--- src/rtl/hms_pkg.sv ---
// shared widths, constants and types for the hms clock
`default_nettype none

package hms_pkg;

  localparam int unsigned MS_W    = 32;
  localparam int unsigned TOTAL_W = 23;
  localparam int unsigned DH_W    = 11;
  localparam int unsigned REM_W   = 12;
  localparam int unsigned HOUR_W  = 5;
  localparam int unsigned MIN_W   = 6;
  localparam int unsigned SEC_W   = 6;
  localparam int unsigned OUT_DATA_W = 24;
  localparam int unsigned PAD_W   = OUT_DATA_W - HOUR_W - MIN_W - SEC_W;

  // reciprocals, rounded down, with a one-step upward correction after use
  localparam logic [22:0] RECIP_1000 = 23'd4294967;
  localparam logic [20:0] RECIP_3600 = 21'd1193046;
  localparam logic [10:0] RECIP_60   = 11'd1092;
  localparam logic [11:0] RECIP_24   = 12'd2730;

  localparam logic [10:0] MS_PER_SEC    = 11'd1000;
  localparam logic [12:0] SEC_PER_HOUR  = 13'd3600;
  localparam logic [6:0]  SEC_PER_MIN   = 7'd60;
  localparam logic [5:0]  HOURS_PER_DAY = 6'd24;

  localparam logic [TOTAL_W-1:0] MAX_TOTAL_SECS = 23'd4294967;
  localparam logic [DH_W-1:0]    MAX_DH         = 11'd1193;

  typedef struct packed {
    logic [HOUR_W-1:0] hours;
    logic [MIN_W-1:0]  minutes;
    logic [SEC_W-1:0]  seconds;
  } hms_t;

endpackage

`default_nettype wire

--- src/rtl/hms_split.sv ---
// splits a count of whole seconds into hours mod 24, minutes and seconds
`default_nettype none

module hms_split import hms_pkg::*; (
  input  wire logic               clk,
  input  wire logic               rst_n,
  input  wire logic               in_valid,
  output logic                    in_ready,
  input  wire logic [TOTAL_W-1:0] secs,
  output logic                    out_valid,
  input  wire logic               out_ready,
  output hms_t                    delta
);

  logic              a_vld_r;
  logic [DH_W-1:0]   dh_r;
  logic [REM_W-1:0]  rem_r;
  logic              b_vld_r;
  hms_t              delta_r;

  logic              a_ready;
  logic              b_ready;

  logic [43:0]       prod_a;
  logic [DH_W-1:0]   hq_est;
  logic [12:0]       hq_mul;
  logic [12:0]       rem_est;
  logic [12:0]       rem_adj;
  logic              fix_a;
  logic [DH_W-1:0]   dh_nxt;
  logic [REM_W-1:0]  rem_nxt;

  logic [22:0]       prod_m;
  logic [MIN_W-1:0]  mq_est;
  logic [6:0]        mq_mul;
  logic [6:0]        s_est;
  logic [6:0]        s_adj;
  logic              fix_m;

  logic [22:0]       prod_h;
  logic [6:0]        dq_est;
  logic [5:0]        dq_mul;
  logic [5:0]        h_est;
  logic [5:0]        h_adj;
  logic              fix_h;
  hms_t              delta_nxt;

  assign b_ready  = !b_vld_r || out_ready;
  assign a_ready  = !a_vld_r || b_ready;
  assign in_ready = a_ready;

  // whole hours and leftover seconds
  always_comb begin
    prod_a  = {21'b0, secs} * {23'b0, RECIP_3600};
    hq_est  = prod_a[42:32];
    hq_mul  = {2'b0, hq_est} * SEC_PER_HOUR;
    rem_est = secs[12:0] - hq_mul;
    fix_a   = rem_est >= SEC_PER_HOUR;
    rem_adj = rem_est - SEC_PER_HOUR;
    dh_nxt  = hq_est + {{(DH_W-1){1'b0}}, fix_a};
    rem_nxt = fix_a ? rem_adj[REM_W-1:0] : rem_est[REM_W-1:0];
  end

  // minutes, seconds and hours folded into one day
  always_comb begin
    prod_m = {11'b0, rem_r} * {12'b0, RECIP_60};
    mq_est = prod_m[21:16];
    mq_mul = {1'b0, mq_est} * SEC_PER_MIN;
    s_est  = rem_r[6:0] - mq_mul;
    fix_m  = s_est >= SEC_PER_MIN;
    s_adj  = s_est - SEC_PER_MIN;

    prod_h = {12'b0, dh_r} * {11'b0, RECIP_24};
    dq_est = prod_h[22:16];
    dq_mul = dq_est[5:0] * HOURS_PER_DAY;
    h_est  = dh_r[5:0] - dq_mul;
    fix_h  = h_est >= HOURS_PER_DAY;
    h_adj  = h_est - HOURS_PER_DAY;

    delta_nxt.hours   = fix_h ? h_adj[HOUR_W-1:0] : h_est[HOUR_W-1:0];
    delta_nxt.minutes = mq_est + {{(MIN_W-1){1'b0}}, fix_m};
    delta_nxt.seconds = fix_m ? s_adj[SEC_W-1:0] : s_est[SEC_W-1:0];
  end

  always_ff @(posedge clk) begin
    if (!rst_n) begin
      a_vld_r <= 1'b0;
      b_vld_r <= 1'b0;
    end else begin
      if (a_ready) begin
        a_vld_r <= in_valid;
      end
      if (b_ready) begin
        b_vld_r <= a_vld_r;
      end
    end
  end

  always_ff @(posedge clk) begin
    if (a_ready && in_valid) begin
      dh_r  <= dh_nxt;
      rem_r <= rem_nxt;
    end
    if (b_ready && a_vld_r) begin
      delta_r <= delta_nxt;
    end
  end

  assign out_valid = b_vld_r;
  assign delta     = delta_r;

  a_split_rem_range: assert property (@(posedge clk) disable iff (!rst_n)
    a_vld_r |-> (rem_r < 12'd3600) && (dh_r <= MAX_DH))
    else $error("hour split out of range");

  a_split_delta_range: assert property (@(posedge clk) disable iff (!rst_n)
    b_vld_r |-> (delta_r.hours < 5'd24) && (delta_r.minutes < 6'd60) &&
                (delta_r.seconds < 6'd60))
    else $error("delta fields out of range");

endmodule

`default_nettype wire

--- config.mk ---
export PLATFORM = sky130hd
export DESIGN_NAME = hms_split
export DESIGN_NICKNAME = d
export VERILOG_FILES = /design/src/rtl/hms_pkg.sv /design/src/rtl/hms_split.sv
export SDC_FILE = /design/constraint.sdc
export NUM_CORES = 1
export LEC_CHECK = 0
export BUFFER_PORTS_ARGS = -buffer_cell sky130_fd_sc_hd__buf_2
export CAP_MARGIN = 15
export CORE_ASPECT_RATIO = 0.8
export CORE_MARGIN = 4
export CORE_UTILIZATION = 65
export DETAILED_ROUTE_END_ITERATION = 6
export MAX_ROUTING_LAYER = met4
export PLACE_DENSITY = 0.83
export SYNTH_ARGS = -nofsm -noshare
export SYNTH_HDL_FRONTEND = slang
export SYNTH_SLANG_ARGS = --single-unit
--- constraint.sdc ---
create_clock -name clk -period 24.6 [get_ports clk]
set_clock_uncertainty 0.15 [all_clocks]
set_input_delay 3.69 -clock clk [delete_from_list [all_inputs] [get_ports clk]]
set_output_delay 3.69 -clock clk [all_outputs]
set_load 0.005 [all_outputs]
* Word-level counts from Yosys, hierarchy flattened *
Index checks and enable logic that the tools add are counted.

storage, ports and cells
  input port bits = 27
  register bits after elaboration = 42
  output and inout port bits = 19

cells by class
  order comparisons = 3
  multiply operators = 6
  $add $sub $neg = 8
  multiplexer cells = 3
  reduce and logical (&&, ||, !) cells = 6

operator list
  cell                                                                  count
  multiplier 23 x 20 -> 42 bit (second input constant)                  1
  multiplier 11 x 11 -> 21 bit (second input constant)                  1
  multiplier 12 x 9 -> 20 bit (second input constant)                   1
  greater-or-equal comparator 13 x 12 -> 1 bit (second input constant)  1
  subtractor 13 bit                                                     1
  two-way mux 12 bit                                                    1
  subtractor 12 bit (second input constant)                             1
  adder 11 x 1 -> 11 bit                                                1
  multiplier 11 x 8 -> 9 bit (second input constant)                    1
  greater-or-equal comparator 7 x 6 -> 1 bit (second input constant)    1
  subtractor 7 bit                                                      1
  adder 6 x 1 -> 6 bit                                                  1
  greater-or-equal comparator 6 x 5 -> 1 bit (second input constant)    1
  multiplier 6 x 2 -> 3 bit (second input constant)                     1
  multiplier 6 x 4 -> 5 bit (second input constant)                     1
  two-way mux 6 bit                                                     1
  subtractor 6 bit                                                      1
  subtractor 6 bit (second input constant)                              1
  two-way mux 5 bit                                                     1
  subtractor 5 bit (second input constant)                              1
  logical AND 1 bit                                                     2
  logical NOT 1 bit                                                     2
  logical OR 1 bit                                                      2

* Longest topological paths before layout *
Gate-level depths: netlist of the first run.

  depth in word-level cells = 5
  depth in mapped cells = 42
  depth with buffers taken out = 42

* Least setup slack after synthesis of the first run *
Ideal clock, no wire load.

  path kind = input-to-reg
  from = in secs[10]
  to = reg dh_r[10], data pin
  path slack = 11,410 ps
  stages on the path = 38
  path buffers = 0
  data required time = 24,179 ps
  arrival time = 12,769 ps
  path through = ha_1 ha_1 fa_1 fa_1 fa_1 fa_1 inv_1 fa_1 inv_1 ha_1 nand2_1 or2_1 nor3_1 o211ai_1 o211a_1 xnor2_1 ha_1 inv_1 [... 2 more ...] ha_1 ha_1 ha_1 inv_1 ha_1 a21o_1 a31o_2 o31ai_1 xnor2_1 xor2_1 a21oi_1 inv_1 ha_1 ha_1 nand3_1 or2_4 a2111oi_0 nand4_1

on the way
  cells in the longest elaborated chain, start to end = 5

RTL lines
  item                                          RTL line          RTL
  start: declaration                            hms_split.sv:9    input wire logic [TOTAL_W-1:0] secs,
  multiplier 23 x 20 -> 42 bit                  hms_split.sv:54   prod_a = {21'b0, secs} * {23'b0, RECIP_3600};
  multiplier 11 x 8 -> 9 bit                    hms_split.sv:56   hq_mul = {2'b0, hq_est} * SEC_PER_HOUR;
  subtractor 13 bit                             hms_split.sv:57   rem_est = secs[12:0] - hq_mul;
  greater-or-equal comparator 13 x 12 -> 1 bit  hms_split.sv:58   fix_a = rem_est >= SEC_PER_HOUR;
  adder 11 x 1 -> 11 bit *                      hms_split.sv:60   dh_nxt = hq_est + {{(DH_W-1){1'b0}}, fix_a};
  via dh_nxt[10]                                hms_split.sv:30   logic [DH_W-1:0] dh_nxt;
  end signal: assignment                        hms_split.sv:101  dh_r <= dh_nxt;
  end: declaration                              hms_split.sv:16   logic [DH_W-1:0] dh_r;

Mark *: on every way through the listed nets, which the timed path passes. The rest lies on a longest branch.
A chain may end at the register's enable or synchronous reset.

* Worst setup path after layout of the first run *
Ends and elaborated chain as after synthesis.

==> results.yml, run 1 <==
route:
  antenna_left: 0
  via_per_inst: 5.76
  first_iter_violations: 481
  totalWireLength_um: 27000
  wl_per_cell_um: 17.3
  met3WireLength_um: 1310
  via_count: 8981
  drt_pre_antenna_iters: 6
  drc_errors: 0
  highest_layer: "met4"
  wl_met1_um: 11900
  wl_met2_um: 12800
die:
  die_w_um: 164
  die_area_um2: 21700
  start_util_pct: 66.3
  rows: 45
  core_area_um2: 19000
  io_pins: 46
  dieHeight_um: 132
worst_setup_path:
  crit_slowest_cell: "xnor2_1"
  crit_type: "input pin to register"
  cp_top_family: "adder cells"
  reg2reg_slack_ns: 16.19
  r2r_start: "rem_r[5]$_DFFE_PP_"
  cp.arrival_ns: 14.14
  path_buf_inv: 6
  r2r-end: "delta[11]$_DFFE_PP_"
  critPathMaxFanout: 10
  r2r_cells: 30
  critPathCaptureType: "register"
  required_ns: 24.46
  worstSetupStartpointType: "input pin"
  cp_common_cell: "ha_1"
  cp_slowest_stage_delay_ns: 0.58
synthesis:
  synth_area_leaders: "ha_1 35%, fa_1 25%, edfxtp_1 9.6%"
  synth_top_area_cell: "ha_1"
  synth.ff_latch_count: 42
  synth_cell_types: 74
  netlist_area_um2: 12600
  async_flop_share_pct: 0
  synth_commonest_cells: "353 x ha_1, 299 x inv_1, 156 x fa_1, 49 x xnor2_1, 41 x a21oi_1"
  synth_warnings: 0
  synthMostInstantiatedCell: "ha_1"
  ys_seq_area_share_pct: 9.87
  synth.top_cell.area_share_pct: 35.1
  syn-num-nets: 1789
  synth_edf_count: 40
  synth_top_flop_cell: "edfxtp_1"
  netlist_instances: 1253
  avgSynthCellArea_um2: 10.0
timing:
  slew_headroom_pct: 31.2
  final_max_slew_viol_count: 0
  post-route-min-period_ns: 14.28
  fin_tns_setup_ns: 0
  fin_crit_sh_pct: 58.0
  rsz0062_at_grt: "no"
  hold_viol: 0
  fmax_mhz: 70.0
  worst_slew_pin_slew_ns: 1.03
  setup_violations: 0
final_layout:
  fin_util_pct: 69.9
  final_layout_size_suffix_gt1_share_pct: 5.69
  fillers: 1381
  fin_cells: 1558
  n_antenna_cell: 0
  multi_input_area_um2: 10200
  nets: 1835
  seq_area_um2: 1240
  area_delta_synth_final_pct: 5.47
global_route:
  grt_pass1_vias: 9531
  grt_max_degree: 24
  track_usage_pct: 26.5
  grt_pass1_wl_um: 45300
  overflow: 0
  antenna_found_initial: 0
place:
  portBuffers: 45
  dpl.hpwl_um: 23000
  place_congestion: 0.934
  place_inst: 1550
hold_path:
  hp-start: "a_vld_r$_SDFFE_PN0N_"
  whs_path_depth: 1
  min_delay_worst_endpoint: "out_valid$_SDFFE_PN0P_"
  min_path_type: "register to register"
clock_tree:
  cts_buffer_depth: 2
  clock_latency_ns: 0.28
  clk_pin_slew_ns: 0.06
  cts_setup_buffers: 0
  cts.sinks: 42
  cts.repair.resized: 0
  cts-root-buf: "clkbuf_16"
  htreeDepth: 2
  cts_tree: "done"
  numCtsBuffers: 5
  holdBufCountCts: 0
run_status:
  status: "complete, no violations"
job:
  max_cap_viol_count: 0
worst register-to-register path: cells and delay by family, from the launching register on:
family                     cells  cell delay, ns
adders and majority gates     10            3.80
AOI/OAI and AO/OA             10            1.94
xor gates and xnor gates       3            1.00
and+or+nand+nor                4            0.62
DFF                            1            0.47
buffers and inverters          3            0.16
sequential cells by signal, summed over array words and instances (netlist names):
signal     cells
delta         17
rem_r         12
dh_r          11
a_vld_r        1
out_valid      1
cells by family after synthesis:
| kind of cell | synth area share [%] |
|---|---|
| adders and majority gates | 60.1 |
| buffers and inverters | 9.19 |
| AOI/OAI and AO/OA | 9.21 |
| and+or+nand+nor | 6.43 |
| xor gates and xnor gates | 4.70 |
| DFF | 9.87 |
| muxes | 0.488 |
routing by layer:
layer	up-vias	GRT usage, %
met4	0	7.64
li1	4308	-
met2	259	43.7
met3	77	2.74
met1	4337	35.1
met5	-	-
placed cells by master, fill, tap and decap left out, types with 6 or more instances in the layout:
master    Yosys  final
nand2b_1      8      8
a31oi_1       9      9
and3_1        6      6
a211oi_1     10     10
edfxtp_1     40     40
nand2_1      37     37
o211ai_1      9      9
o21bai_1      7      7
ha_1        353    353
buf_2         3     45
xor2_1       14     14
xnor2_1      49     49
nand3_1      16     16
nor2b_1       6      6
a21oi_1      41     41
nor2_1       25     25
o21ai_0      25     25
fa_1        156    156
a21o_1       16     16
nor3_1       19     19
nand4_1       8      8
inv_1       299    299
metrics by stage:
step	instance area (µm²)	hold WS [ns]	setup WS (ns)
after floorplan	12600	0.306	11.41
after global placement	13100	0.348	10.46
after detailed placement	13100	0.357	10.14
after CTS	13300	0.363	10.39
after global routing	13300	0.373	9.64
final	13300	0.366	10.32
how the worst max path moves through the flow:
stage / startpoint / endpoint / slack (ns) / depth (start not counted)
after floorplan: secs[10] / dh_r[10]$_DFFE_PP_ / 11.41 / 38
after global placement: secs[10] / dh_r[10]$_DFFE_PP_ / 10.46 / 39
after detailed placement: secs[10] / dh_r[10]$_DFFE_PP_ / 10.14 / 39
after CTS: secs[10] / dh_r[10]$_DFFE_PP_ / 10.39 / 39
after global routing: secs[9] / dh_r[10]$_DFFE_PP_ / 9.64 / 40
final: secs[10] / dh_r[10]$_DFFE_PP_ / 10.32 / 39
area by class of cell:
cell class,instances,share of cell area [%]
clock inverters,1,0.226
well taps,258,2.43
inverters,300,8.49
flip-flops and latches,42,9.36
multi-input cells,904,76.7
clock buffers,7,1.00
repair buffers,46,1.75
Power of run 1 is left out: the tool's default activity adds up to more than one toggle a clock period on the data nets, which glitch-free logic cannot reach.
==> run 2, diff against run 1 <==
--- a/config.mk
+++ b/config.mk
@@ -9,10 +9,10 @@
 export CAP_MARGIN = 15
 export CORE_ASPECT_RATIO = 0.8
 export CORE_MARGIN = 4
-export CORE_UTILIZATION = 65
+export CORE_UTILIZATION = 59
 export DETAILED_ROUTE_END_ITERATION = 6
 export MAX_ROUTING_LAYER = met4
-export PLACE_DENSITY = 0.83
+export PLACE_DENSITY = 0.8
 export SYNTH_ARGS = -nofsm -noshare
 export SYNTH_HDL_FRONTEND = slang
 export SYNTH_SLANG_ARGS = --single-unit
==> constraint.sdc (replaced) <==
create_clock -name clk -period 12.28 [get_ports clk]
set_clock_uncertainty 0.15 [all_clocks]
set_input_delay 1.842 -clock clk [delete_from_list [all_inputs] [get_ports clk]]
set_output_delay 1.842 -clock clk [all_outputs]
set_load 0.005 [all_outputs]
==> results.yml, run 2 (synthesis gave the netlist of run 1 again) <==
timing:
  worst_slew_pin_slew_ns: 1.05
  hold_viol: 0
  final_max_slew_viol_count: 0
  setup_violations: 0
  timing.hold.ws_ns: 0.363
  fmax_mhz: 85.8
  slew_headroom_pct: 29.7
  setup_slack_ns: 0.618
  post-route-min-period_ns: 11.66
  rsz0062_at_grt: "no"
  fin_crit_sh_pct: 95.0
  fin_tns_setup_ns: 0
route:
  wl_per_cell_um: 16.2
  via_count: 8794
  antenna_left: 0
  via_per_inst: 5.58
  drt_pre_antenna_iters: 5
  drc_errors: 0
  first_iter_violations: 390
  totalWireLength_um: 25600
worst_setup_path:
  r2r-end: "delta[11]$_DFFE_PP_"
  critPathMaxFanout: 10
  cp_slowest_stage_delay_ns: 0.55
  worstSetupStartpointType: "input pin"
  critPathCaptureType: "register"
  crit_slowest_cell: "fa_1"
  required_ns: 12.16
  cp_common_cell: "ha_1"
  crit_type: "input pin to register"
  r2r_start: "rem_r[5]$_DFFE_PP_"
  r2r_cells: 30
  reg2reg_slack_ns: 4.11
  cp.arrival_ns: 11.54
place:
  place_congestion: 0.903
  portBuffers: 45
  dpl.hpwl_um: 22400
  pre_cts_ws_ns: 0.0131
clock_tree:
  cts-root-buf: "clkbuf_16"
  clock_latency_ns: 0.28
  cts_buffer_depth: 2
  htreeDepth: 2
  holdBufCountCts: 0
  numCtsBuffers: 5
  cts_tree: "done"
  cts.sinks: 42
  clk_pin_slew_ns: 0.06
hold_path:
  hp-start: "a_vld_r$_SDFFE_PN0N_"
  min_path_type: "register to register"
  min_delay_worst_endpoint: "out_valid$_SDFFE_PN0P_"
  whs_path_depth: 1
die:
  dieHeight_um: 139
  core_area_um2: 20800
  rows: 47
  die_area_um2: 23700
  die_w_um: 171
  start_util_pct: 60.4
  io_pins: 46
global_route:
  track_usage_pct: 23.1
  grt_pass1_vias: 9322
  overflow: 0
  grt_max_degree: 24
  antenna_found_initial: 1
  grt_pass1_wl_um: 43800
final_layout:
  final_common_cell: "ha_1"
  fillers: 1665
  final_layout_size_suffix_gt1_share_pct: 6.35
  fin_util_pct: 64.0
  largest_reg_flops: 17
  nets: 1842
  area_delta_synth_final_pct: 5.99
  mostFrequentLayoutCells: "353 x ha_1, 299 x inv_1, 156 x fa_1"
run_status:
  status: "complete, no violations"
job:
  max_cap_viol_count: 0
run 2: how the worst max path moves through the flow:
stage          slack (ns)                 end  startpoint  cells past startpoint
2_1_floorplan        0.94  dh_r[10]$_DFFE_PP_    secs[10]                     38
3_3_place_gp         0.39  dh_r[10]$_DFFE_PP_     secs[9]                     39
3_5_place_dp         0.01  dh_r[10]$_DFFE_PP_     secs[9]                     39
4_1_cts              0.31  dh_r[10]$_DFFE_PP_     secs[9]                     39
5_1_grt              0.05  dh_r[10]$_DFFE_PP_     secs[8]                     41
6_report             0.62  dh_r[10]$_DFFE_PP_     secs[9]                     39
run 2: final cells by class:
type / instances / area (µm²) / area share (%)
multi-input cells: 904 / 10200 / 76.5
flip-flops and latches: 42 / 1240 / 9.31
inverters: 300 / 1130 / 8.45
well taps: 269 / 337 / 2.53
repair buffers: 53 / 290 / 2.18
clock buffers: 7 / 133 / 0.995
clock inverters: 1 / 7.51 / 0.0563
diodes: 1 / 2.50 / 0.0188
run 2: critical path: cells and delay by family:
| family | cells | cell delay, ns |
|---|---|---|
| simple gates | 4 | 0.71 |
| compound gates | 9 | 1.85 |
| xor+xnor | 4 | 0.72 |
| buf+inv | 6 | 0.64 |
| fa+ha+maj | 16 | 5.75 |
run 2: repair_timing:
item,CTS,global route
endpoints found under the setup margin,0,1
gates resized for setup,0,5
buffers inserted,0,1
run 2: per-stage QoR:
| stage | instance area (µm²) | cells |
|---|---|---|
| global placement | 13200 | 1567 |
| global route | 13300 | 1577 |
| floorplan | 12600 | 1253 |
| detailed placement | 13200 | 1567 |
| finish | 13300 | 1577 |
| CTS | 13300 | 1575 |
run 2: routing by layer:
| layer | routed length, µm | vias up | track usage [%] |
|---|---|---|---|
| met2 | 12300 | 184 | 38.0 |
| met4 | 420 | 0 | 4.25 |
| met1 | 11800 | 4256 | 31.8 |
| met3 | 1140 | 35 | 2.37 |
| met5 | 0 | - | - |
| li1 | - | 4319 | - |
Power of run 2 is left out for the same reason.
