`src/rtl/hms_pkg.sv`:
```
// shared widths, constants and types for the hms clock
`default_nettype none

package hms_pkg;

  localparam int unsigned MS_W    = 32;
  localparam int unsigned TOTAL_W = 23;
  localparam int unsigned DH_W    = 11;
  localparam int unsigned REM_W   = 12;
  localparam int unsigned HOUR_W  = 5;
  localparam int unsigned MIN_W   = 6;
  localparam int unsigned SEC_W   = 6;
  localparam int unsigned OUT_DATA_W = 24;
  localparam int unsigned PAD_W   = OUT_DATA_W - HOUR_W - MIN_W - SEC_W;

  // reciprocals, rounded down, with a one-step upward correction after use
  localparam logic [22:0] RECIP_1000 = 23'd4294967;
  localparam logic [20:0] RECIP_3600 = 21'd1193046;
  localparam logic [10:0] RECIP_60   = 11'd1092;
  localparam logic [11:0] RECIP_24   = 12'd2730;

  localparam logic [10:0] MS_PER_SEC    = 11'd1000;
  localparam logic [12:0] SEC_PER_HOUR  = 13'd3600;
  localparam logic [6:0]  SEC_PER_MIN   = 7'd60;
  localparam logic [5:0]  HOURS_PER_DAY = 6'd24;

  localparam logic [TOTAL_W-1:0] MAX_TOTAL_SECS = 23'd4294967;
  localparam logic [DH_W-1:0]    MAX_DH         = 11'd1193;

  typedef struct packed {
    logic [HOUR_W-1:0] hours;
    logic [MIN_W-1:0]  minutes;
    logic [SEC_W-1:0]  seconds;
  } hms_t;

endpackage

`default_nettype wire

```
`src/rtl/hms_acc.sv`:
```
// time of day register with second and minute carries and day wrap
`default_nettype none

module hms_acc import hms_pkg::*; (
  input  wire logic clk,
  input  wire logic rst_n,
  input  wire logic in_valid,
  output logic      in_ready,
  input  wire hms_t delta,
  output logic      out_valid,
  input  wire logic out_ready,
  output hms_t      tod
);

  logic              out_vld_r;
  logic [HOUR_W-1:0] hour_r;
  logic [MIN_W-1:0]  minute_r;
  logic [SEC_W-1:0]  second_r;
  logic [HOUR_W-1:0] hour_nxt;
  logic [MIN_W-1:0]  minute_nxt;
  logic [SEC_W-1:0]  second_nxt;

  logic              load;
  logic [6:0]        sec_sum;
  logic [6:0]        sec_adj;
  logic              c_sec;
  logic [6:0]        min_sum;
  logic [6:0]        min_adj;
  logic              c_min;
  logic [5:0]        hr_sum;
  logic [5:0]        hr_adj;

  assign in_ready = !out_vld_r || out_ready;
  assign load     = in_valid && in_ready;

  always_comb begin
    sec_sum    = {1'b0, second_r} + {1'b0, delta.seconds};
    c_sec      = sec_sum >= SEC_PER_MIN;
    sec_adj    = sec_sum - SEC_PER_MIN;
    second_nxt = c_sec ? sec_adj[SEC_W-1:0] : sec_sum[SEC_W-1:0];

    min_sum    = {1'b0, minute_r} + {1'b0, delta.minutes} + {6'b0, c_sec};
    c_min      = min_sum >= SEC_PER_MIN;
    min_adj    = min_sum - SEC_PER_MIN;
    minute_nxt = c_min ? min_adj[MIN_W-1:0] : min_sum[MIN_W-1:0];

    hr_sum     = {1'b0, hour_r} + {1'b0, delta.hours} + {5'b0, c_min};
    hr_adj     = hr_sum - HOURS_PER_DAY;
    hour_nxt   = (hr_sum >= HOURS_PER_DAY) ? hr_adj[HOUR_W-1:0] : hr_sum[HOUR_W-1:0];
  end

  always_ff @(posedge clk) begin
    if (!rst_n) begin
      out_vld_r <= 1'b0;
      hour_r    <= '0;
      minute_r  <= '0;
      second_r  <= '0;
    end else begin
      if (in_ready) begin
        out_vld_r <= in_valid;
      end
      if (load) begin
        hour_r   <= hour_nxt;
        minute_r <= minute_nxt;
        second_r <= second_nxt;
      end
    end
  end

  assign out_valid   = out_vld_r;
  assign tod.hours   = hour_r;
  assign tod.minutes = minute_r;
  assign tod.seconds = second_r;

  a_acc_range: assert property (@(posedge clk) disable iff (!rst_n)
    (hour_r < 5'd24) && (minute_r < 6'd60) && (second_r < 6'd60))
    else $error("time of day out of range");

  a_acc_hold: assert property (@(posedge clk) disable iff (!rst_n)
    !load |=> $stable(hour_r) && $stable(minute_r) && $stable(second_r))
    else $error("time of day changed without a word");

endmodule

`default_nettype wire

```
`config.mk`:
```
export PLATFORM = sky130hd
export DESIGN_NAME = hms_acc
export DESIGN_NICKNAME = d
export VERILOG_FILES = /design/src/rtl/hms_pkg.sv /design/src/rtl/hms_acc.sv
export SDC_FILE = /design/constraint.sdc
export NUM_CORES = 1
export LEC_CHECK = 0
export BUFFER_PORTS_ARGS = -buffer_cell sky130_fd_sc_hd__buf_2
export CAP_MARGIN = 5
export CELL_PAD_IN_SITES_DETAIL_PLACEMENT = 1
export CELL_PAD_IN_SITES_GLOBAL_PLACEMENT = 1
export CORE_UTILIZATION = 35
export CTS_BUF_LIST = sky130_fd_sc_hd__clkbuf_8
export CTS_CLUSTER_SIZE = 24
export DETAILED_ROUTE_END_ITERATION = 10
export GPL_TIMING_DRIVEN = 0
export PLACE_DENSITY = 0.77
export SKIP_CTS_REPAIR_TIMING = 1
export SLEW_MARGIN = 20
export SYNTH_ARGS = -nofsm -noshare
export SYNTH_HDL_FRONTEND = slang
export SYNTH_SLANG_ARGS = --single-unit
export TNS_END_PERCENT = 5
```
`constraint.sdc`:
```
create_clock -name clk -period 13.05 [get_ports clk]
set_clock_uncertainty 0.05 [all_clocks]
set_input_delay 0.6525 -clock clk [delete_from_list [all_inputs] [get_ports clk]]
set_output_delay 0.6525 -clock clk [all_outputs]
set_load 0.005 [all_outputs]
```
* After elaboration in Yosys (flattened, before gate mapping) *
Cells that the tools add are included.

storage, ports and cells
  input port bits = 21
  word-level logic and storage cells = 21
  output and inout port bits = 19
  register bits after elaboration = 18

operators by class
  muxes and demuxes = 3
  reductions and logical operators = 3
  add/sub/neg operators = 8
  order comparisons = 3

operators by type and width
  kind                   count
  $add A6 B6 Y7          2
  $ge A7 B6 Y1 const B   2
  $mux W6                2
  $sub A6 B6 Y6 const B  2
  $add A7 B1 Y7          1
  $add A5 B5 Y6          1
  $add A6 B1 Y6          1
  $ge A6 B5 Y1 const B   1
  $mux W5                1
  $sub A5 B5 Y5 const B  1
  $logic_and A1 B1 Y1    1
  $logic_not A1 Y1       1
  $logic_or A1 B1 Y1     1

* Logic depth before layout (Yosys ltp) *
Gate-level depths: netlist of run 1.

  depth after elaboration = 7
  mapped depth = 24
  depth with buffers taken out = 24

* Worst setup path after synthesis of run 1 *
No wires, ideal clock.

  path type = input to register
  from = input delta[0] (netlist name)
  to = register hour_r[4]
  stages on the path = 24
  arrival = 5.257 ns
  setup time = 0.074 ns
  setup slack = 7.669 ns
  path buffers = 0
  data required time = 12.926 ns
  cell sequence = ha_1 inv_1 fa_1 xnor2_1 ha_1 nand2_1 o22ai_1 a31oi_4 fa_1 inv_1 fa_1 xor2_1 ha_1 nand2_1 o2bb2ai_2 a31oi_4 fa_1 inv_2 a21o_1 a21oi_1 xnor2_1 mux2i_1 or3_1 a31oi_1

on the way
  word-level cells in the longest chain between the ends = 7
  elaborated cells between the ends (all ways) = 8
  classes of those cells = 4 x add/sub; 3 x order compare; 1 x mux

ends and longest elaborated chain
  what                                           line                          text
  start: declaration                             hms_acc.sv:9                  input wire hms_t delta,
  $add A6 B6 Y7 (*)                              hms_acc.sv:37                 sec_sum = {1'b0, second_r} + {1'b0, delta.seconds};
  $ge A7 B6 Y1 (*)                               hms_acc.sv:38                 c_sec = sec_sum >= SEC_PER_MIN;
  $add A7 B1 Y7 (*)                              hms_acc.sv:42                 min_sum = {1'b0, minute_r} + {1'b0, delta.minutes} + {6'b0, c_sec};
  $ge A7 B6 Y1 (*)                               hms_acc.sv:43                 c_min = min_sum >= SEC_PER_MIN;
  $add A6 B1 Y6 (*)                              hms_acc.sv:47                 hr_sum = {1'b0, hour_r} + {1'b0, delta.hours} + {5'b0, c_min};
  $sub A5 B5 Y5 or $ge A6 B5 Y1 (tied branches)  hms_acc.sv:48, hms_acc.sv:49
  $mux W5 (*)                                    hms_acc.sv:49                 hour_nxt = (hr_sum >= HOURS_PER_DAY) ? hr_adj[HOUR_W-1:0] : hr_sum[HOUR_W-1:0];
  end signal: assignment                         hms_acc.sv:63                 hour_r <= hour_nxt;
  end: declaration                               hms_acc.sv:16                 logic [HOUR_W-1:0] hour_r;

Mark *: on every way between the ends. The rest lies on a longest branch, timed or not.
A chain may end at the register's enable or synchronous reset.

* Final worst setup path of run 1 *
Same ends and word-level chain as after synthesis.

==> impl_metrics.toml, run 1 <==
[hold_path]
hold_path_depth = 2
hold_class = "reg -> reg"
holdCritStartpoint = "second_r[0]"
hold_path_end = "second_r[0]"

[pwr]
power_leakage_nw = 0.9424
p_per_area_mw_per_mm2 = 142.9
p_int_w = 0.0001609
p_sw_w = 0.0001147
seq_power_share = 0.259
switching_share = 0.4160
peakVddDrop_mv = 0.04884
p_comb_frac = 0.570
clockPowerShare = 0.171

[grt]
grtUsageTotal = 0.1756
grt_pass1_wl_um = 7141
grt_max_degree = 11
grt_pass1_vias = 1597
grt_overflow = 0
grt_antenna_before_repair = 0

[sta]
worstMarginPinSlew_ps = 511.6
setup_violations = 0
final-max-slew-violation-count = 0
fmax_mhz = 173.1
relSlewSlack = 0.6584
post-route-min-period_ps = 5777
hold_viol = 0
holdWs_ps = 454.8
period_share = 0.4427
rsz0062_at_grt = "false"
setup_tns_ps = 0

[die]
die_w_um = 69.88
io_pins = 40
core.rowCount = 24
initial_core_util = 0.3679
dieHeight_um = 69.88
core_area_sq_mm = 0.004384
die_area_sq_mm = 0.004883

[place]
dp_hpwl_um = 3232
place_congestion = 0.7641
portBuffers = 39

[clocking]
cts_made_buffers = 3
cts_buffer_depth = 2
cts_tree = "yes"
path_clk_slew_ps = 70
root_buffer = "clkbuf_8"
insertion_delay_ps = 260
htreeDepth = 1
cts.sinks = 18

[critical_path]
r2r_cells = 24
rr_startpoint = "second_r[0]"
path_max_fanout = 4
rr_endpoint = "hour_r[4]"
critPathLaunchType = "primary input"
critPathArrivalTime_ps = 5920
crit_path_end_kind = "register"
r2r_slack_ps = 7360
startpoint = "delta[0]"
critPathKind = "in -> reg"
crit_required_ps = 13190

[route]
vias = 1489
ant_nets = 0
dr.pass1.iters = 4
drc_errors = 0
avgRoutedWirePerCell_um = 14.16
viasPerCell = 5.318
first_iter_violations = 31
routed_wl_um = 3964

[finish]
fin_nets = 272
drive_above_1_share = 0.2500
seq_area_sq_um = 360.3
areaGrowthSynthToFinish_pct = 19.55
nFillCells = 536
multi_input_area_sq_mm = 0.001176
diodes = 0

[synth]
synth_common_cells = "dfxtp_1, nand2_1, ha_1"
yosys.area.top_type_share = 0.2234
synth_edf_count = 0
synth_warnings = 0
post_synth.cell_area_avg_sq_um = 8.718
syn-num-nets = 228
synth_ff_type = "dfxtp_1"
netlist_area_sq_mm = 0.001613
synthTopCellsByArea = "dfxtp_1, ha_1, fa_1"
async_flop_share = 0
yosysTopAreaCell = "dfxtp_1"
synth_cells = 185
synth_cell_type_count = 47
yosys_register_bits = 18
ys_seq_area_frac = 0.2234

[flow_run]
cap_violations = 0

[run_status]
status = "complete, no violations"
[registers in the layout, indices dropped and copies added (netlist names)]
signal     count
minute_r       6
second_r       6
hour_r         5
out_valid      1
[metrics by stage]
| step | utilization | area, sq um | setup slack (ps) | power, W | instances |
|---|---|---|---|---|---|
| after floorplan | - | 1613 | 7669 | 0.0001905 | 185 |
| after global placement | 0.4272 | 1873 | 7135 | 0.0002225 | 276 |
| after detailed placement | 0.4272 | 1873 | 6998 | 0.0002297 | 276 |
| after CTS | 0.4398 | 1928 | 7256 | 0.0002780 | 280 |
| after global routing | 0.4398 | 1928 | 6805 | 0.0003012 | 280 |
| final | 0.4398 | 1928 | 7273 | 0.0002756 | 280 |
[routing by layer]
layer  wire [um]  up-vias  share of wire  GRT usage
li1            -      753              -          -
met1        1921      707           0.48     0.2256
met2        1923       25           0.49     0.3152
met3          81        4          0.020    0.01010
met4          38        0         0.0096    0.05111
met5           0        -              0          0
[cell families after synthesis]
logic type | synth area share
buffers and inverters | 0.04732
XOR/XNOR | 0.05431
AND/OR/NAND/NOR | 0.1544
flip-flops | 0.2234
AO/OA/AOI/OAI | 0.2940
adder cells (fa/ha/maj) | 0.1939
multiplexers | 0.03258
[layout by cell type, fill, tap and decap left out, types with 4 or more instances in the layout]
| master | synthesis | final |
|---|---|---|
| nor2b_1 | 5 | 5 |
| inv_1 | 13 | 13 |
| xnor2_1 | 7 | 7 |
| a21boi_0 | 4 | 4 |
| a21o_1 | 4 | 4 |
| a31oi_1 | 4 | 4 |
| o21ai_0 | 13 | 13 |
| clkbuf_8 | 0 | 4 |
| fa_1 | 5 | 5 |
| nand2_1 | 18 | 18 |
| o211a_1 | 4 | 4 |
| nor2_1 | 9 | 9 |
| ha_1 | 17 | 17 |
| a21oi_1 | 13 | 13 |
| buf_2 | 0 | 39 |
| dfxtp_1 | 18 | 18 |
| clkbuf_1 | 4 | 4 |
[power groups by stage]
stage                     registers, W  logic, W  clock network, W
after floorplan              0.0000719  0.000119                 0
after global placement       0.0000726  0.000150                 0
after detailed placement     0.0000729  0.000157                 0
after CTS                    0.0000716  0.000158         0.0000482
after global routing         0.0000727  0.000178         0.0000500
final                        0.0000714  0.000157         0.0000471
[how the worst max path moves through the flow]
stage | end | slack [ps] | depth (start not counted)
finish | hour_r[4] | 7270 | 25
global route | hour_r[4] | 6810 | 25
CTS | hour_r[4] | 7260 | 25
detailed placement | hour_r[4] | 7000 | 25
global placement | hour_r[4] | 7140 | 25
floorplan | hour_r[4] | 7670 | 24
[worst max-delay path, cell delays in order]
cell,delay (ps)
buf_2,80
ha_1,200
inv_1,70
fa_1,390
xnor2_1,350
ha_1,240
nand2_1,60
o22ai_1,270
a31oi_4,160
fa_1,440
nor2b_1,200
o22ai_2,110
xnor2_1,370
ha_1,240
nand2_1,70
o2bb2ai_2,210
a31oi_4,140
fa_1,410
inv_2,80
a21o_1,110
a21oi_1,120
xnor2_1,330
mux2i_1,130
or3_1,330
a31oi_1,150
[layout make-up]
class	instances	share of cell area
Multi-Input combinational cell	148	0.6100
Clock buffer	4	0.02855
Inverter	14	0.02726
Timing Repair Buffer	39	0.1012
Tap cell	52	0.03374
Sequential cell	18	0.1869
Buffer	5	0.01233
(Power assumes the default switching activity.)
==> run 2, diff against run 1 <==
--- a/config.mk
+++ b/config.mk
@@ -5,6 +5,7 @@
 export SDC_FILE = /design/constraint.sdc
 export NUM_CORES = 1
 export LEC_CHECK = 0
+export ABC_AREA = 1
 export BUFFER_PORTS_ARGS = -buffer_cell sky130_fd_sc_hd__buf_2
 export CAP_MARGIN = 5
 export CELL_PAD_IN_SITES_DETAIL_PLACEMENT = 1
@@ -14,7 +15,7 @@
 export CTS_CLUSTER_SIZE = 24
 export DETAILED_ROUTE_END_ITERATION = 10
 export GPL_TIMING_DRIVEN = 0
-export PLACE_DENSITY = 0.77
+export PLACE_DENSITY = 0.8
 export SKIP_CTS_REPAIR_TIMING = 1
 export SLEW_MARGIN = 20
 export SYNTH_ARGS = -nofsm -noshare
==> constraint.sdc (replaced) <==
create_clock -name clk -period 5.42 [get_ports clk]
set_clock_uncertainty 0.05 [all_clocks]
set_input_delay 0.271 -clock clk [delete_from_list [all_inputs] [get_ports clk]]
set_output_delay 0.271 -clock clk [all_outputs]
set_load 0.005 [all_outputs]
==> run 2 against run 1 <==
  * Register-to-register slack worse by 7200 ps
  * Power rose to 2.5 times the previous value
  * First-iteration DRC count rose by 23%
  * Critical path depth up 8
==> impl_metrics.toml, run 2 <==
[critical_path]
critPathArrivalTime_ps = 5340
slowest_stage = "fa_2"
path_max_fanout = 5
crit_path_end_kind = "register"
critPathKind = "reg -> reg"
timing.critical_path.mode_cell = "fa_2"
critPathLaunchType = "register"
crit_required_ps = 5540
slowest_delay_ps = 420

[synth]
synth_common_cells = "inv_1, nand2_1, nor2_1"
netlist_area_sq_mm = 0.001639
synth_edf_count = 0
synth_cell_type_count = 30
synth_ff_type = "dfxtp_1"
ys_seq_area_frac = 0.2198
yosys.area.top_type_share = 0.2198
synth_warnings = 0
synthTopCellsByArea = "dfxtp_1, ha_1, inv_1"
synth_cells = 240
post_synth.cell_area_avg_sq_um = 6.829
syn-num-nets = 283
async_flop_share = 0
yosys_register_bits = 18
yosysTopAreaCell = "dfxtp_1"

[grt]
grt_max_degree = 11
grt_pass1_wl_um = 7458
met2_usage = 0.3640
met3_usage = 0.03175
gr-max-usage-layer = "met2"
grt_pass1_vias = 1774
grt_overflow = 0
globalRouteMet1Util = 0.2055
grtUsageTotal = 0.1845
grt_antenna_before_repair = 0

[pwr]
p_per_area_mw_per_mm2 = 331.9
seq_power_share = 0.251
switching_share = 0.4389
p_int_w = 0.0003894
p_comb_frac = 0.587
p_sw_w = 0.0003046
finalPower_w = 0.0006940
power_leakage_nw = 1.118
peakVddDrop_mv = 0.2138
clockPowerShare = 0.162

[clocking]
path_clk_slew_ps = 80
cts_made_buffers = 3
insertion_delay_ps = 260
cts.sinks = 18
htreeDepth = 1
cts_buffer_depth = 2
root_buffer = "clkbuf_8"
cts_tree = "yes"

[sta]
holdWs_ps = 258.6
post-route-min-period_ps = 5214
relSlewSlack = 0.6143
worstMarginPinSlew_ps = 578.5
fmax_mhz = 191.8
setup_violations = 0
period_share = 0.9621
final-max-slew-violation-count = 0
hold_viol = 0

[route]
routed_wl_um = 4579
dr.pass1.iters = 4
vias = 1692
first_iter_violations = 38
avgRoutedWirePerCell_um = 13.47
drc_errors = 0
viasPerCell = 4.976
ant_nets = 0

[hold_path]
hold_class = "in -> reg"

[die]
dieHeight_um = 70.43
core.rowCount = 24
core_area_sq_mm = 0.004414
io_pins = 40
die_w_um = 70.43
initial_core_util = 0.3713
die_area_sq_mm = 0.004960

[run_status]
status = "complete, no violations"

[finish]
final_cell_mix = "nand2_1, inv_1, buf_2"
nFillCells = 589
areaGrowthSynthToFinish_pct = 27.56
layout_commonest_cell = "nand2_1"
fin_nets = 332
diodes = 0
largestRegisters = "minute_r: 6 flops, second_r: 6 flops, hour_r: 5 flops"
finalNonFillerCells = 340
postLayoutCoreUtil = 0.4736
drive_above_1_share = 0.2882

[place]
place_inst = 331
place_congestion = 0.7697
dp_hpwl_um = 3526
portBuffers = 39

[flow_run]
cap_violations = 0
==> run 2: cell types whose count changed after synthesis, moves of 5 or more <==
cell / previous run / this run
a21oi_1: 13 / 18
inv_1: 13 / 44
nand2_1: 18 / 44
nand3_1: 2 / 17
nand3b_1: 0 / 6
nor2_1: 9 / 24
nor2b_1: 5 / 0
xnor2_1: 7 / 2
==> run 2: cell families (layout without fill, tap and decap cells) <==
| family | count (synthesis) | count (layout) | synth area share |
|---|---|---|---|
| adders and majority gates | 22 | 22 | 0.1908 |
| and+or+nand+nor | 106 | 106 | 0.3069 |
| DFF | 18 | 18 | 0.2199 |
| buffers and inverters | 50 | 98 | 0.1214 |
| AOI/OAI and AO/OA | 38 | 38 | 0.1244 |
| xor gates and xnor gates | 6 | 6 | 0.03665 |
==> run 2: final timing paths <==
kind / startpoint / end / slack, ps / cells past startpoint
hold reg to reg: hour_r[4] / hour_r[4] / 440 / 2
setup reg to reg: second_r[0] / hour_r[3] / 210 / 33
hold / removal: out_ready / out_valid / 260 / 4
setup / recovery: second_r[0] / hour_r[3] / 210 / 33
==> run 2: stage by stage <==
stage	cell area (sq um)	TNS, ps	setup WS, ps
after CTS	1954	-575.0	-310.6
after global routing	2091	-177.4	-123.5
after global placement	1899	-197.4	-101.4
after floorplan	1639	0	521.6
final	2091	0	205.6
after detailed placement	1899	-423.2	-227.6
==> run 2: metal layers <==
layer,vias to the layer above,share of wire
met1,801,0.43
met3,4,0.027
met5,-,0
li1,862,-
met2,25,0.53
met4,0,0.011
==> run 2: power by group through the flow <==
stage / registers, W / logic (W) / clock network [W]
final: 0.000174 / 0.000407 / 0.000112
after CTS: 0.000173 / 0.000360 / 0.000116
after detailed placement: 0.000176 / 0.000356 / 0
after floorplan: 0.000174 / 0.000261 / 0
after global routing: 0.000177 / 0.000464 / 0.000121
after global placement: 0.000175 / 0.000336 / 0
==> run 2: worst max-delay path, delay by kind of cell, from the launching register on <==
family	cells	cell delay (ps)
compound gates	5	610
xor+xnor	3	520
fa+ha+maj	8	2160
buf+inv	7	450
flops	1	360
simple gates	10	980
==> run 2: final cells by class <==
class,instances,area [sq um],area share
Sequential cell,18,361.6,0.1730
Buffer,4,26.28,0.01257
Clock buffer,4,55.05,0.02633
Timing Repair Buffer,44,232.7,0.1113
Multi-Input combinational cell,172,1172,0.5607
Inverter,46,177.7,0.08498
Tap cell,52,65.06,0.03112
